## config.mk

```make
export PLATFORM = sky130hd
export DESIGN_NAME = postfix_expression_evaluator
export DESIGN_NICKNAME = d
export VERILOG_FILES = /design/src/rtl/core/pee_pkg.sv /design/src/rtl/core/pee_front.sv /design/src/rtl/core/pee_cmd_fifo.sv /design/src/rtl/core/pee_divider.sv /design/src/rtl/core/pee_back.sv /design/src/rtl/core/postfix_expression_evaluator.sv
export SDC_FILE = /design/constraint.sdc
export NUM_CORES = 2
export LEC_CHECK = 0
export ABC_AREA = 1
export ABC_CLOCK_PERIOD_IN_PS = 10930
export BUFFER_PORTS_ARGS = -buffer_cell sky130_fd_sc_hd__buf_4
export CAP_MARGIN = 20
export CORE_MARGIN = 2
export CORE_UTILIZATION = 35
export CTS_BUF_LIST = sky130_fd_sc_hd__clkbuf_2
export CTS_CLUSTER_DIAMETER = 30
export DETAILED_ROUTE_END_ITERATION = 8
export MAX_ROUTING_LAYER = met4
export PLACE_DENSITY = 0.59
export SLEW_MARGIN = 20
export SYNTH_ARGS = -nofsm -noshare
export SYNTH_HDL_FRONTEND = slang
export SYNTH_SLANG_ARGS = --single-unit
```

## constraint.sdc

```tcl
create_clock -name clk -period 10.93 [get_ports clk]
set_input_delay 0 -clock clk [delete_from_list [all_inputs] [get_ports clk]]
set_output_delay 0 -clock clk [all_outputs]
set_load 0.01 [all_outputs]
```

## src/rtl/core/pee_pkg.sv

```systemverilog
`timescale 1ns / 1ps
`default_nettype none

package pee_pkg;

    localparam int DATA_W      = 32;
    localparam int STACK_DEPTH = 64;
    localparam int STACK_AW    = $clog2(STACK_DEPTH);
    localparam int STACK_CW    = $clog2(STACK_DEPTH + 1);
    localparam int FIFO_DEPTH  = 4;
    localparam int FIFO_AW     = $clog2(FIFO_DEPTH);
    localparam int FIFO_CW     = $clog2(FIFO_DEPTH + 1);
    localparam int DIV_CNT_W   = $clog2(DATA_W);

    localparam logic [7:0] CH_0     = 8'h30;
    localparam logic [7:0] CH_9     = 8'h39;
    localparam logic [7:0] CH_PLUS  = 8'h2B;
    localparam logic [7:0] CH_MINUS = 8'h2D;
    localparam logic [7:0] CH_STAR  = 8'h2A;
    localparam logic [7:0] CH_SLASH = 8'h2F;

    localparam logic [2:0] OP_NOP  = 3'd0;
    localparam logic [2:0] OP_PUSH = 3'd1;
    localparam logic [2:0] OP_ADD  = 3'd2;
    localparam logic [2:0] OP_SUB  = 3'd3;
    localparam logic [2:0] OP_MUL  = 3'd4;
    localparam logic [2:0] OP_DIV  = 3'd5;

    localparam logic [1:0] ERR_NONE  = 2'd0;
    localparam logic [1:0] ERR_UNDER = 2'd1;
    localparam logic [1:0] ERR_DIV0  = 2'd2;
    localparam logic [1:0] ERR_OVER  = 2'd3;

    typedef struct packed {
        logic [2:0] op;
        logic [3:0] digit;
        logic       last;
    } pee_cmd_t;

    typedef struct packed {
        logic              start;
        logic [DATA_W-1:0] dividend;
        logic [DATA_W-1:0] divisor;
    } div_req_t;

    typedef struct packed {
        logic              busy;
        logic              done;
        logic [DATA_W-1:0] quotient;
    } div_rsp_t;

    // Only the first error of an expression is kept.
    function automatic logic [1:0] note_err(input logic [1:0] cur, input logic [1:0] code);
        return (cur == ERR_NONE) ? code : cur;
    endfunction

endpackage

`default_nettype wire

```

## src/rtl/core/pee_front.sv

```systemverilog
`timescale 1ns / 1ps
`default_nettype none

module pee_front
    import pee_pkg::*;
(
    input  wire logic       clk,
    input  wire logic       rst_n,
    input  wire logic       char_valid,
    output logic            char_stall,
    input  wire logic [7:0] char_code,
    input  wire logic       last_char,
    output logic            cmd_push,
    output pee_cmd_t        cmd_data,
    input  wire logic       cmd_full
);

    logic     front_valid_reg;
    logic     front_valid_next;
    pee_cmd_t front_cmd_reg;
    pee_cmd_t front_cmd_next;
    pee_cmd_t cls_cmd;
    logic     accept;
    logic     keep;

    always_comb
    begin
        cls_cmd.digit = char_code[3:0];
        cls_cmd.last  = last_char;
        unique case (char_code) inside
            [CH_0:CH_9]: cls_cmd.op = OP_PUSH;
            CH_PLUS:     cls_cmd.op = OP_ADD;
            CH_MINUS:    cls_cmd.op = OP_SUB;
            CH_STAR:     cls_cmd.op = OP_MUL;
            CH_SLASH:    cls_cmd.op = OP_DIV;
            default:     cls_cmd.op = OP_NOP;
        endcase
    end

    // Ignored characters are dropped here unless they close the expression.
    assign keep       = (cls_cmd.op != OP_NOP) || last_char;
    assign cmd_push   = front_valid_reg && !cmd_full;
    assign char_stall = front_valid_reg && cmd_full;
    assign accept     = char_valid && !char_stall;
    assign cmd_data   = front_cmd_reg;

    always_comb
    begin
        front_valid_next = front_valid_reg;
        front_cmd_next   = front_cmd_reg;
        if (cmd_push)
        begin
            front_valid_next = 1'b0;
        end
        if (accept && keep)
        begin
            front_valid_next = 1'b1;
            front_cmd_next   = cls_cmd;
        end
    end

    always_ff @(posedge clk or negedge rst_n)
    begin
        if (!rst_n)
        begin
            front_valid_reg <= 1'b0;
        end
        else
        begin
            front_valid_reg <= front_valid_next;
        end
    end

    always_ff @(posedge clk)
    begin
        front_cmd_reg <= front_cmd_next;
    end

endmodule

`default_nettype wire

```

## src/rtl/core/pee_cmd_fifo.sv

```systemverilog
`timescale 1ns / 1ps
`default_nettype none

module pee_cmd_fifo
    import pee_pkg::*;
(
    input  wire logic     clk,
    input  wire logic     rst_n,
    input  wire logic     push,
    input  wire pee_cmd_t push_data,
    output logic          full,
    input  wire logic     pop,
    output pee_cmd_t      pop_data,
    output logic          not_empty
);

    pee_cmd_t             entry_reg [FIFO_DEPTH];
    logic [FIFO_AW-1:0]   wr_ptr_reg;
    logic [FIFO_AW-1:0]   wr_ptr_next;
    logic [FIFO_AW-1:0]   rd_ptr_reg;
    logic [FIFO_AW-1:0]   rd_ptr_next;
    logic [FIFO_CW-1:0]   count_reg;
    logic [FIFO_CW-1:0]   count_next;

    assign full      = (count_reg == FIFO_CW'(FIFO_DEPTH));
    assign not_empty = (count_reg != '0);
    assign pop_data  = entry_reg[rd_ptr_reg];

    always_comb
    begin
        wr_ptr_next = push ? FIFO_AW'(wr_ptr_reg + 1'b1) : wr_ptr_reg;
        rd_ptr_next = pop ? FIFO_AW'(rd_ptr_reg + 1'b1) : rd_ptr_reg;
        count_next  = count_reg;
        if (push && !pop)
        begin
            count_next = FIFO_CW'(count_reg + 1'b1);
        end
        else if (pop && !push)
        begin
            count_next = FIFO_CW'(count_reg - 1'b1);
        end
    end

    always_ff @(posedge clk or negedge rst_n)
    begin
        if (!rst_n)
        begin
            wr_ptr_reg <= '0;
            rd_ptr_reg <= '0;
            count_reg  <= '0;
        end
        else
        begin
            wr_ptr_reg <= wr_ptr_next;
            rd_ptr_reg <= rd_ptr_next;
            count_reg  <= count_next;
        end
    end

    always_ff @(posedge clk)
    begin
        if (push)
        begin
            entry_reg[wr_ptr_reg] <= push_data;
        end
    end

endmodule

`default_nettype wire

```

## src/rtl/core/pee_divider.sv

```systemverilog
`timescale 1ns / 1ps
`default_nettype none

module pee_divider
    import pee_pkg::*;
(
    input  wire logic     clk,
    input  wire logic     rst_n,
    input  wire div_req_t req,
    output div_rsp_t      rsp
);

    logic [DATA_W-1:0]    quo_reg;
    logic [DATA_W-1:0]    quo_next;
    logic [DATA_W-1:0]    rem_reg;
    logic [DATA_W-1:0]    rem_next;
    logic [DATA_W-1:0]    dvs_reg;
    logic [DATA_W-1:0]    dvs_next;
    logic [DIV_CNT_W-1:0] cnt_reg;
    logic [DIV_CNT_W-1:0] cnt_next;
    logic                 busy_reg;
    logic                 busy_next;
    logic                 done_reg;
    logic                 done_next;
    logic [DATA_W:0]      rem_shift;
    logic [DATA_W:0]      diff;

    // Restoring division, one quotient bit per cycle.
    assign rem_shift = {rem_reg, quo_reg[DATA_W-1]};
    assign diff      = rem_shift - {1'b0, dvs_reg};

    always_comb
    begin
        quo_next  = quo_reg;
        rem_next  = rem_reg;
        dvs_next  = dvs_reg;
        cnt_next  = cnt_reg;
        busy_next = busy_reg;
        done_next = 1'b0;
        if (req.start && !busy_reg)
        begin
            quo_next  = req.dividend;
            rem_next  = '0;
            dvs_next  = req.divisor;
            cnt_next  = '0;
            busy_next = 1'b1;
        end
        else if (busy_reg)
        begin
            if (!diff[DATA_W])
            begin
                rem_next = diff[DATA_W-1:0];
                quo_next = {quo_reg[DATA_W-2:0], 1'b1};
            end
            else
            begin
                rem_next = rem_shift[DATA_W-1:0];
                quo_next = {quo_reg[DATA_W-2:0], 1'b0};
            end
            cnt_next = DIV_CNT_W'(cnt_reg + 1'b1);
            if (cnt_reg == DIV_CNT_W'(DATA_W - 1))
            begin
                busy_next = 1'b0;
                done_next = 1'b1;
            end
        end
    end

    always_ff @(posedge clk or negedge rst_n)
    begin
        if (!rst_n)
        begin
            busy_reg <= 1'b0;
            done_reg <= 1'b0;
            cnt_reg  <= '0;
        end
        else
        begin
            busy_reg <= busy_next;
            done_reg <= done_next;
            cnt_reg  <= cnt_next;
        end
    end

    always_ff @(posedge clk)
    begin
        quo_reg <= quo_next;
        rem_reg <= rem_next;
        dvs_reg <= dvs_next;
    end

    assign rsp.busy     = busy_reg;
    assign rsp.done     = done_reg;
    assign rsp.quotient = quo_reg;

endmodule

`default_nettype wire

```

## src/rtl/core/pee_back.sv

```systemverilog
`timescale 1ns / 1ps
`default_nettype none

module pee_back
    import pee_pkg::*;
(
    input  wire logic              clk,
    input  wire logic              rst_n,
    input  wire logic              cmd_valid,
    input  wire pee_cmd_t          cmd_in,
    output logic                   cmd_pop,
    output div_req_t               div_req,
    input  wire div_rsp_t          div_rsp,
    output logic                   result_valid,
    input  wire logic              result_stall,
    output logic [DATA_W-1:0]      value,
    output logic [1:0]             error_code
);

    localparam logic [3:0] S_IDLE   = 4'd0;
    localparam logic [3:0] S_POP_R  = 4'd1;
    localparam logic [3:0] S_POP_L  = 4'd2;
    localparam logic [3:0] S_LOAD_L = 4'd3;
    localparam logic [3:0] S_ALU    = 4'd4;
    localparam logic [3:0] S_DIV    = 4'd5;
    localparam logic [3:0] S_PUSH   = 4'd6;
    localparam logic [3:0] S_FINISH = 4'd7;
    localparam logic [3:0] S_EMIT   = 4'd8;

    logic [3:0]          state_reg;
    logic [3:0]          state_next;
    pee_cmd_t            cmd_reg;
    pee_cmd_t            cmd_next;
    logic [STACK_CW-1:0] count_reg;
    logic [STACK_CW-1:0] count_next;
    logic [1:0]          err_reg;
    logic [1:0]          err_next;
    logic                empty_reg;
    logic                empty_next;
    logic                neg_reg;
    logic                neg_next;
    logic                result_valid_reg;
    logic                result_valid_next;
    logic [DATA_W-1:0]   rhs_reg;
    logic [DATA_W-1:0]   rhs_next;
    logic [DATA_W-1:0]   lhs_reg;
    logic [DATA_W-1:0]   lhs_next;
    logic [DATA_W-1:0]   res_reg;
    logic [DATA_W-1:0]   res_next;
    logic [DATA_W-1:0]   value_reg;
    logic [DATA_W-1:0]   value_next;
    logic [1:0]          error_reg;
    logic [1:0]          error_next;

    logic [DATA_W-1:0]   stack_mem [STACK_DEPTH];
    logic [DATA_W-1:0]   mem_q_reg;
    logic                mem_we;
    logic [STACK_AW-1:0] rd_addr;
    logic [STACK_AW-1:0] wr_addr;
    logic [DATA_W-1:0]   mag_l;
    logic [DATA_W-1:0]   mag_r;
    logic                out_free;

    // The read port always looks at the current top entry.
    assign rd_addr  = STACK_AW'(count_reg - 1'b1);
    assign wr_addr  = count_reg[STACK_AW-1:0];
    assign out_free = !result_valid_reg || !result_stall;
    assign mag_l    = lhs_reg[DATA_W-1] ? (DATA_W'(0) - lhs_reg) : lhs_reg;
    assign mag_r    = rhs_reg[DATA_W-1] ? (DATA_W'(0) - rhs_reg) : rhs_reg;

    always_comb
    begin
        state_next        = state_reg;
        cmd_next          = cmd_reg;
        count_next        = count_reg;
        err_next          = err_reg;
        empty_next        = empty_reg;
        neg_next          = neg_reg;
        rhs_next          = rhs_reg;
        lhs_next          = lhs_reg;
        res_next          = res_reg;
        value_next        = value_reg;
        error_next        = error_reg;
        result_valid_next = result_valid_reg && result_stall;
        cmd_pop           = 1'b0;
        mem_we            = 1'b0;
        div_req.start     = 1'b0;
        div_req.dividend  = mag_l;
        div_req.divisor   = mag_r;
        unique case (state_reg)
            S_IDLE:
            begin
                if (cmd_valid)
                begin
                    cmd_pop  = 1'b1;
                    cmd_next = cmd_in;
                    res_next = DATA_W'(cmd_in.digit);
                    case (cmd_in.op) inside
                        OP_ADD, OP_SUB, OP_MUL, OP_DIV: state_next = S_POP_R;
                        OP_PUSH:                        state_next = S_PUSH;
                        default:                        state_next = S_FINISH;
                    endcase
                end
            end
            S_POP_R:
            begin
                empty_next = (count_reg == '0);
                if (count_reg == '0)
                begin
                    err_next = note_err(err_reg, ERR_UNDER);
                end
                else
                begin
                    count_next = STACK_CW'(count_reg - 1'b1);
                end
                state_next = S_POP_L;
            end
            S_POP_L:
            begin
                rhs_next   = empty_reg ? '1 : mem_q_reg;
                empty_next = (count_reg == '0);
                if (count_reg == '0)
                begin
                    err_next = note_err(err_reg, ERR_UNDER);
                end
                else
                begin
                    count_next = STACK_CW'(count_reg - 1'b1);
                end
                state_next = S_LOAD_L;
            end
            S_LOAD_L:
            begin
                lhs_next   = empty_reg ? '1 : mem_q_reg;
                state_next = S_ALU;
            end
            S_ALU:
            begin
                state_next = S_PUSH;
                unique case (cmd_reg.op)
                    OP_ADD: res_next = lhs_reg + rhs_reg;
                    OP_SUB: res_next = lhs_reg - rhs_reg;
                    OP_MUL: res_next = lhs_reg * rhs_reg;
                    OP_DIV:
                    begin
                        if (rhs_reg == '0)
                        begin
                            res_next = '0;
                            err_next = note_err(err_reg, ERR_DIV0);
                        end
                        else
                        begin
                            div_req.start = 1'b1;
                            neg_next      = lhs_reg[DATA_W-1] ^ rhs_reg[DATA_W-1];
                            state_next    = S_DIV;
                        end
                    end
                    default: res_next = res_reg;
                endcase
            end
            S_DIV:
            begin
                if (div_rsp.done)
                begin
                    res_next   = neg_reg ? (DATA_W'(0) - div_rsp.quotient) : div_rsp.quotient;
                    state_next = S_PUSH;
                end
            end
            S_PUSH:
            begin
                if (count_reg >= STACK_CW'(STACK_DEPTH))
                begin
                    err_next = note_err(err_reg, ERR_OVER);
                end
                else
                begin
                    mem_we     = 1'b1;
                    count_next = STACK_CW'(count_reg + 1'b1);
                end
                state_next = S_FINISH;
            end
            S_FINISH:
            begin
                if (cmd_reg.last)
                begin
                    empty_next = (count_reg == '0);
                    if (count_reg == '0)
                    begin
                        err_next = note_err(err_reg, ERR_UNDER);
                    end
                    state_next = S_EMIT;
                end
                else
                begin
                    state_next = S_IDLE;
                end
            end
            S_EMIT:
            begin
                if (out_free)
                begin
                    result_valid_next = 1'b1;
                    value_next        = empty_reg ? '1 : mem_q_reg;
                    error_next        = err_reg;
                    count_next        = '0;
                    err_next          = ERR_NONE;
                    state_next        = S_IDLE;
                end
            end
            default:
            begin
                state_next = S_IDLE;
            end
        endcase
    end

    always_ff @(posedge clk or negedge rst_n)
    begin
        if (!rst_n)
        begin
            state_reg        <= S_IDLE;
            count_reg        <= '0;
            err_reg          <= ERR_NONE;
            result_valid_reg <= 1'b0;
        end
        else
        begin
            state_reg        <= state_next;
            count_reg        <= count_next;
            err_reg          <= err_next;
            result_valid_reg <= result_valid_next;
        end
    end

    always_ff @(posedge clk)
    begin
        cmd_reg   <= cmd_next;
        empty_reg <= empty_next;
        neg_reg   <= neg_next;
        rhs_reg   <= rhs_next;
        lhs_reg   <= lhs_next;
        res_reg   <= res_next;
        value_reg <= value_next;
        error_reg <= error_next;
    end

    always_ff @(posedge clk)
    begin
        if (mem_we)
        begin
            stack_mem[wr_addr] <= res_reg;
        end
        mem_q_reg <= stack_mem[rd_addr];
    end

    assign result_valid = result_valid_reg;
    assign value        = value_reg;
    assign error_code   = error_reg;

endmodule

`default_nettype wire

```

## src/rtl/core/postfix_expression_evaluator.sv

```systemverilog
// Evaluates a postfix expression fed one ASCII character per item, with last_char set on
// the final character. Digits push 0 to 9; + - * / pop two operands and push the 32-bit
// wrapped result (truncating division); other characters are ignored. On the final
// character one item carries the top of stack (or -1 when empty) and the first error
// seen (1 underflow, 2 divide by zero, 3 overflow), and the stack is cleared. The front
// classifies characters into a four-entry command queue, so input keeps flowing while
// the back end works. The back end holds the 64-entry stack in a RAM with a registered
// read port and runs each command through a sequencer: a digit is pushed and finished;
// an add, subtract or multiply pops the right and left operands, computes and pushes;
// a divide by a nonzero value also waits on the one quotient bit per cycle divider;
// the final character then passes an emit state. The result sits in an output register until taken.
`timescale 1ns / 1ps
`default_nettype none

module postfix_expression_evaluator
    import pee_pkg::*;
(
    input  wire logic               clk,
    input  wire logic               rst_n,
    input  wire logic               char_valid,
    output logic                    char_stall,
    input  wire logic [7:0]         char_code,
    input  wire logic               last_char,
    output logic                    result_valid,
    input  wire logic               result_stall,
    output logic signed [31:0]      value,
    output logic [1:0]              error_code
);

    pee_cmd_t          push_data;
    pee_cmd_t          pop_data;
    logic              cmd_push;
    logic              cmd_pop;
    logic              fifo_full;
    logic              fifo_valid;
    div_req_t          div_req;
    div_rsp_t          div_rsp;
    logic [DATA_W-1:0] value_raw;

    pee_front u_front (
        .clk        (clk),
        .rst_n      (rst_n),
        .char_valid (char_valid),
        .char_stall (char_stall),
        .char_code  (char_code),
        .last_char  (last_char),
        .cmd_push   (cmd_push),
        .cmd_data   (push_data),
        .cmd_full   (fifo_full)
    );

    pee_cmd_fifo u_fifo (
        .clk       (clk),
        .rst_n     (rst_n),
        .push      (cmd_push),
        .push_data (push_data),
        .full      (fifo_full),
        .pop       (cmd_pop),
        .pop_data  (pop_data),
        .not_empty (fifo_valid)
    );

    pee_divider u_divider (
        .clk   (clk),
        .rst_n (rst_n),
        .req   (div_req),
        .rsp   (div_rsp)
    );

    pee_back u_back (
        .clk          (clk),
        .rst_n        (rst_n),
        .cmd_valid    (fifo_valid),
        .cmd_in       (pop_data),
        .cmd_pop      (cmd_pop),
        .div_req      (div_req),
        .div_rsp      (div_rsp),
        .result_valid (result_valid),
        .result_stall (result_stall),
        .value        (value_raw),
        .error_code   (error_code)
    );

    assign value = $signed(value_raw);

`ifndef SYNTHESIS
    a_no_fifo_overflow: assert property (@(posedge clk) disable iff (!rst_n)
        !(cmd_push && fifo_full))
        else $error("command pushed into a full queue");

    a_no_empty_pop: assert property (@(posedge clk) disable iff (!rst_n)
        cmd_pop |-> fifo_valid)
        else $error("command popped from an empty queue");

    a_div_start_idle: assert property (@(posedge clk) disable iff (!rst_n)
        div_req.start |-> !div_rsp.busy)
        else $error("divider started while busy");

    a_div_done_after_busy: assert property (@(posedge clk) disable iff (!rst_n)
        $rose(div_rsp.done) |-> $past(div_rsp.busy))
        else $error("divider done without a running division");
`endif

endmodule

`default_nettype wire

```

==> summary.txt <==
Status -> finished, final reports clean
DRC -> 0
Seq/Total Area, Yosys -> 60.86%
Count of final max-slew check failures -> 0
Number of antenna violations at the first check in global routing -> 34
1st-iter DRT viols -> 9852
H-tree Lvls -> 6
#FFs+latches synth -> 2381
Crit Path Max Fanout -> 20
Routed WL per cell -> 22.97 um
RSZ-0062 raised after global routing -> false
Share of layout cells above drive strength 1 -> 12.22%
DR vias/cell -> 5.317
Gr ovfl total -> 0
Primary FF master, synth -> edfxtp_1
CP Cell Sequence -> nand2_1 > inv_1 > fa_1 > inv_1 > fa_1 > fa_1 > fa_1 > inv_1 > fa_1 > fa_1 > fa_1 > fa_1 > ha_1 > a21oi_1 > o21ai_0 > a21oi_1 > o211ai_1 > o21ai_0 > a21oi_1 > nand2_1 > nand2_1
Core Box Area -> 330300 um2
Clock sinks -> 2381
Clock Latency Late Sink -> 1740 ps
First-pass GRT wire length -> 523000 um
Initial core utilization -> 35.18%
Max_cap viols -> 0
Synthesized area -> 116200 um2
Hold-fix buffer count after cts -> 40
Syn. warnings -> 0
Met2 routed WL -> 164300 um
Post-CTS setup buffers -> 0
DRT met1 WL -> 147800 um
Syn avg cell area -> 11.02 um2
Setup TNS -> 0 ps
Gr usage total -> 21.31%
Largest net degree at the start of global routing -> 217
Syn Inst Count -> 10546
Vias post-DR -> 82878
Max Clock Freq -> 134.9 MHz
Period utilisation layout -> 67.82%
Final Hold Viols -> 0
Max clock buf depth -> 4
Critical path arrival -> 8690 ps
Post-synth EDFFs -> 2288
1st-pass router iterations -> 8
Buffers on Ports -> 48
Fillers -> 32326
Max-Slew Margin vs Limit -> 18.71%
Worst path bufs/invs -> 3
Worst path max stage delay -> 1040 ps
Async set-reset flop share out of synthesis -> 1.218%
Root buffer cell -> clkbuf_2
Worst-path clk slew -> 120 ps
Rows -> 211
CTS Buf Count -> 610
Crit path required time -> 12200 ps
CP delay by family, top -> adder cells
Worst Clk Skew -> 259.5 ps
Setup violations, final -> 0
Largest Register -> u_back.stack_mem
Max reg flops -> 2048
GPL Wtd Cong -> 0.9352
Max layer used -> met4
Num ports -> 49
Worst slew pin tran -> 1207 ps
Post-route ant nets -> 0
Layout Nets -> 11419
CP Launch Type -> flop
Most used cell, CP -> fa_1
Post-Syn Nets -> 11169
Critical-path top delay cell -> edfxtp_1
Met3 wire len -> 34010 um
Drt total wl -> 358100 um
Die W -> 580.1 um
Min-delay worst type -> in2reg
Die area -> 336600 um2
CTS tree -> built
Area grow syn2layout -> 9.624%
CP Capture Type -> flop
Crit Path Category -> reg2reg
Final min period -> 7413 ps
Dpl hpwl -> 201800 um
Vias in the first global route -> 80065
Post_cts resized -> 0
Chip height -> 580.1 um
Netlist cell types -> 71
cell families after synthesis:
kind of cell,Yosys count,share of synthesized area [%]
DFF,2381,60.86
xor gates and xnor gates,116,0.8810
AOI/OAI and AO/OA,2571,12.16
adders and majority gates,610,9.225
and+or+nand+nor,3183,11.04
buffers and inverters,1685,5.828
metrics by stage:
stage / instance area, um2 / utilization, % / hold slack, ps / worst slack (ps) / cells
final: 127400 / 38.56 / 379.1 / 3517 / 15588
after global routing: 127300 / 38.56 / 289.7 / 3135 / 15581
after floorplan: 116200 / - / -295.6 / 4154 / 10546
after global placement: 121300 / 36.73 / 10.11 / 3588 / 14507
after CTS: 127300 / 38.54 / 144.1 / 3503 / 15572
after detailed placement: 121300 / 36.74 / 9.958 / 3620 / 14509
Yosys cell counts, types with 15 or more instances:
cell type  instances  area share, %
a21oi_1          205           0.88
buf_1             46           0.15
buf_2            162           0.70
buf_4             22           0.14
buf_6             21           0.20
clkbuf_1         392            1.3
dfrtp_1           29           0.62
dfxtp_1           64            1.1
edfxtp_1        2288             59
fa_1             411            7.1
ha_1             199            2.1
inv_1           1018            3.3
inv_2             20          0.065
nand2_1         1192            3.9
nand3_1          171           0.74
nand4_1           28           0.15
nor2_1          1627            5.3
nor3_1            36           0.16
o211ai_1          33           0.21
o21ai_0         1475            6.4
o21ai_1           95           0.41
o21bai_1          15          0.097
o22ai_1          657            3.5
or2_2             40           0.22
xnor2_1           45           0.34
xor2_1            70           0.53
placed cells by master, fill, tap and decap left out, types with 10 or more instances in the layout:
cell type         n
bufinv_16        20
o211ai_1         33
dlygate4sd3_1    39
o221ai_1         11
a31oi_1          11
clkinv_1        101
nor3_1           33
edfxtp_1       2288
fa_1            411
ha_1            198
dfxtp_1          64
diode_2          15
nand3_1         171
clkinv_2         18
nor2_2           10
inv_2            25
o22ai_1         657
nand2_2          10
o21ai_1          95
dfrtp_1          28
o21ai_0        1475
clkbuf_2        863
nand4_1          28
a21oi_1         205
nor2_4           71
or2_2            40
inv_1          1018
buf_4           229
nand3_2          10
xor2_1           68
a21o_1           10
nor2_1         1564
xnor2_1          45
o21bai_1         15
nand2_1        1191
buf_12           10
layer usage:
| metal | GRT usage (%) | vias to the layer above |
|---|---|---|
| met1 | 28.20 | 40923 |
| met3 | 3.947 | 640 |
| met2 | 32.96 | 3912 |
| met4 | 7.175 | 0 |
| met5 | - | - |
| li1 | - | 37403 |
worst min-delay path: cells and delay by family:
family,cells,cell delay [ps]
buf+inv,4,1800
layout make-up:
| type | instances | area [um2] | share of cell area [%] |
|---|---|---|---|
| clock buffers | 863 | 4319 | 3.391 |
| repair buffers | 282 | 2395 | 1.880 |
| clock inverters | 160 | 1214 | 0.9529 |
| inverters | 1041 | 3945 | 3.098 |
| multi-input cells | 6480 | 39270 | 30.83 |
| well taps | 4366 | 5463 | 4.289 |
| flip-flops and latches | 2381 | 70720 | 55.52 |
| diodes | 15 | 37.54 | 0.02947 |
worst paths after layout:
check	end	cells after the start	start	slack (ps)
min in group asynchronous	u_back.count_reg[1]$_DFFE_PN0P_	6	rst_n	790
worst max register to register	u_back.res_reg[24]$_DFFE_PP_	21	u_back.lhs_reg[17]$_DFFE_PP_	3520
worst min register to register	u_fifo.entry_reg[1][1]$_DFFE_PP_	0	u_front.cmd_data[1]$_DFFE_PP_	420
worst min-delay path	u_front.cmd_data[0]$_DFFE_PP_	4	last_char	380
max in group asynchronous	u_divider.cnt_reg[3]$_DFFE_PN0P_	6	rst_n	9760
worst max-delay path	u_back.res_reg[24]$_DFFE_PP_	21	u_back.lhs_reg[17]$_DFFE_PP_	3520
Power is left out: the tool's default activity adds up to more than one toggle a clock period on the data nets, which glitch-free logic cannot reach.
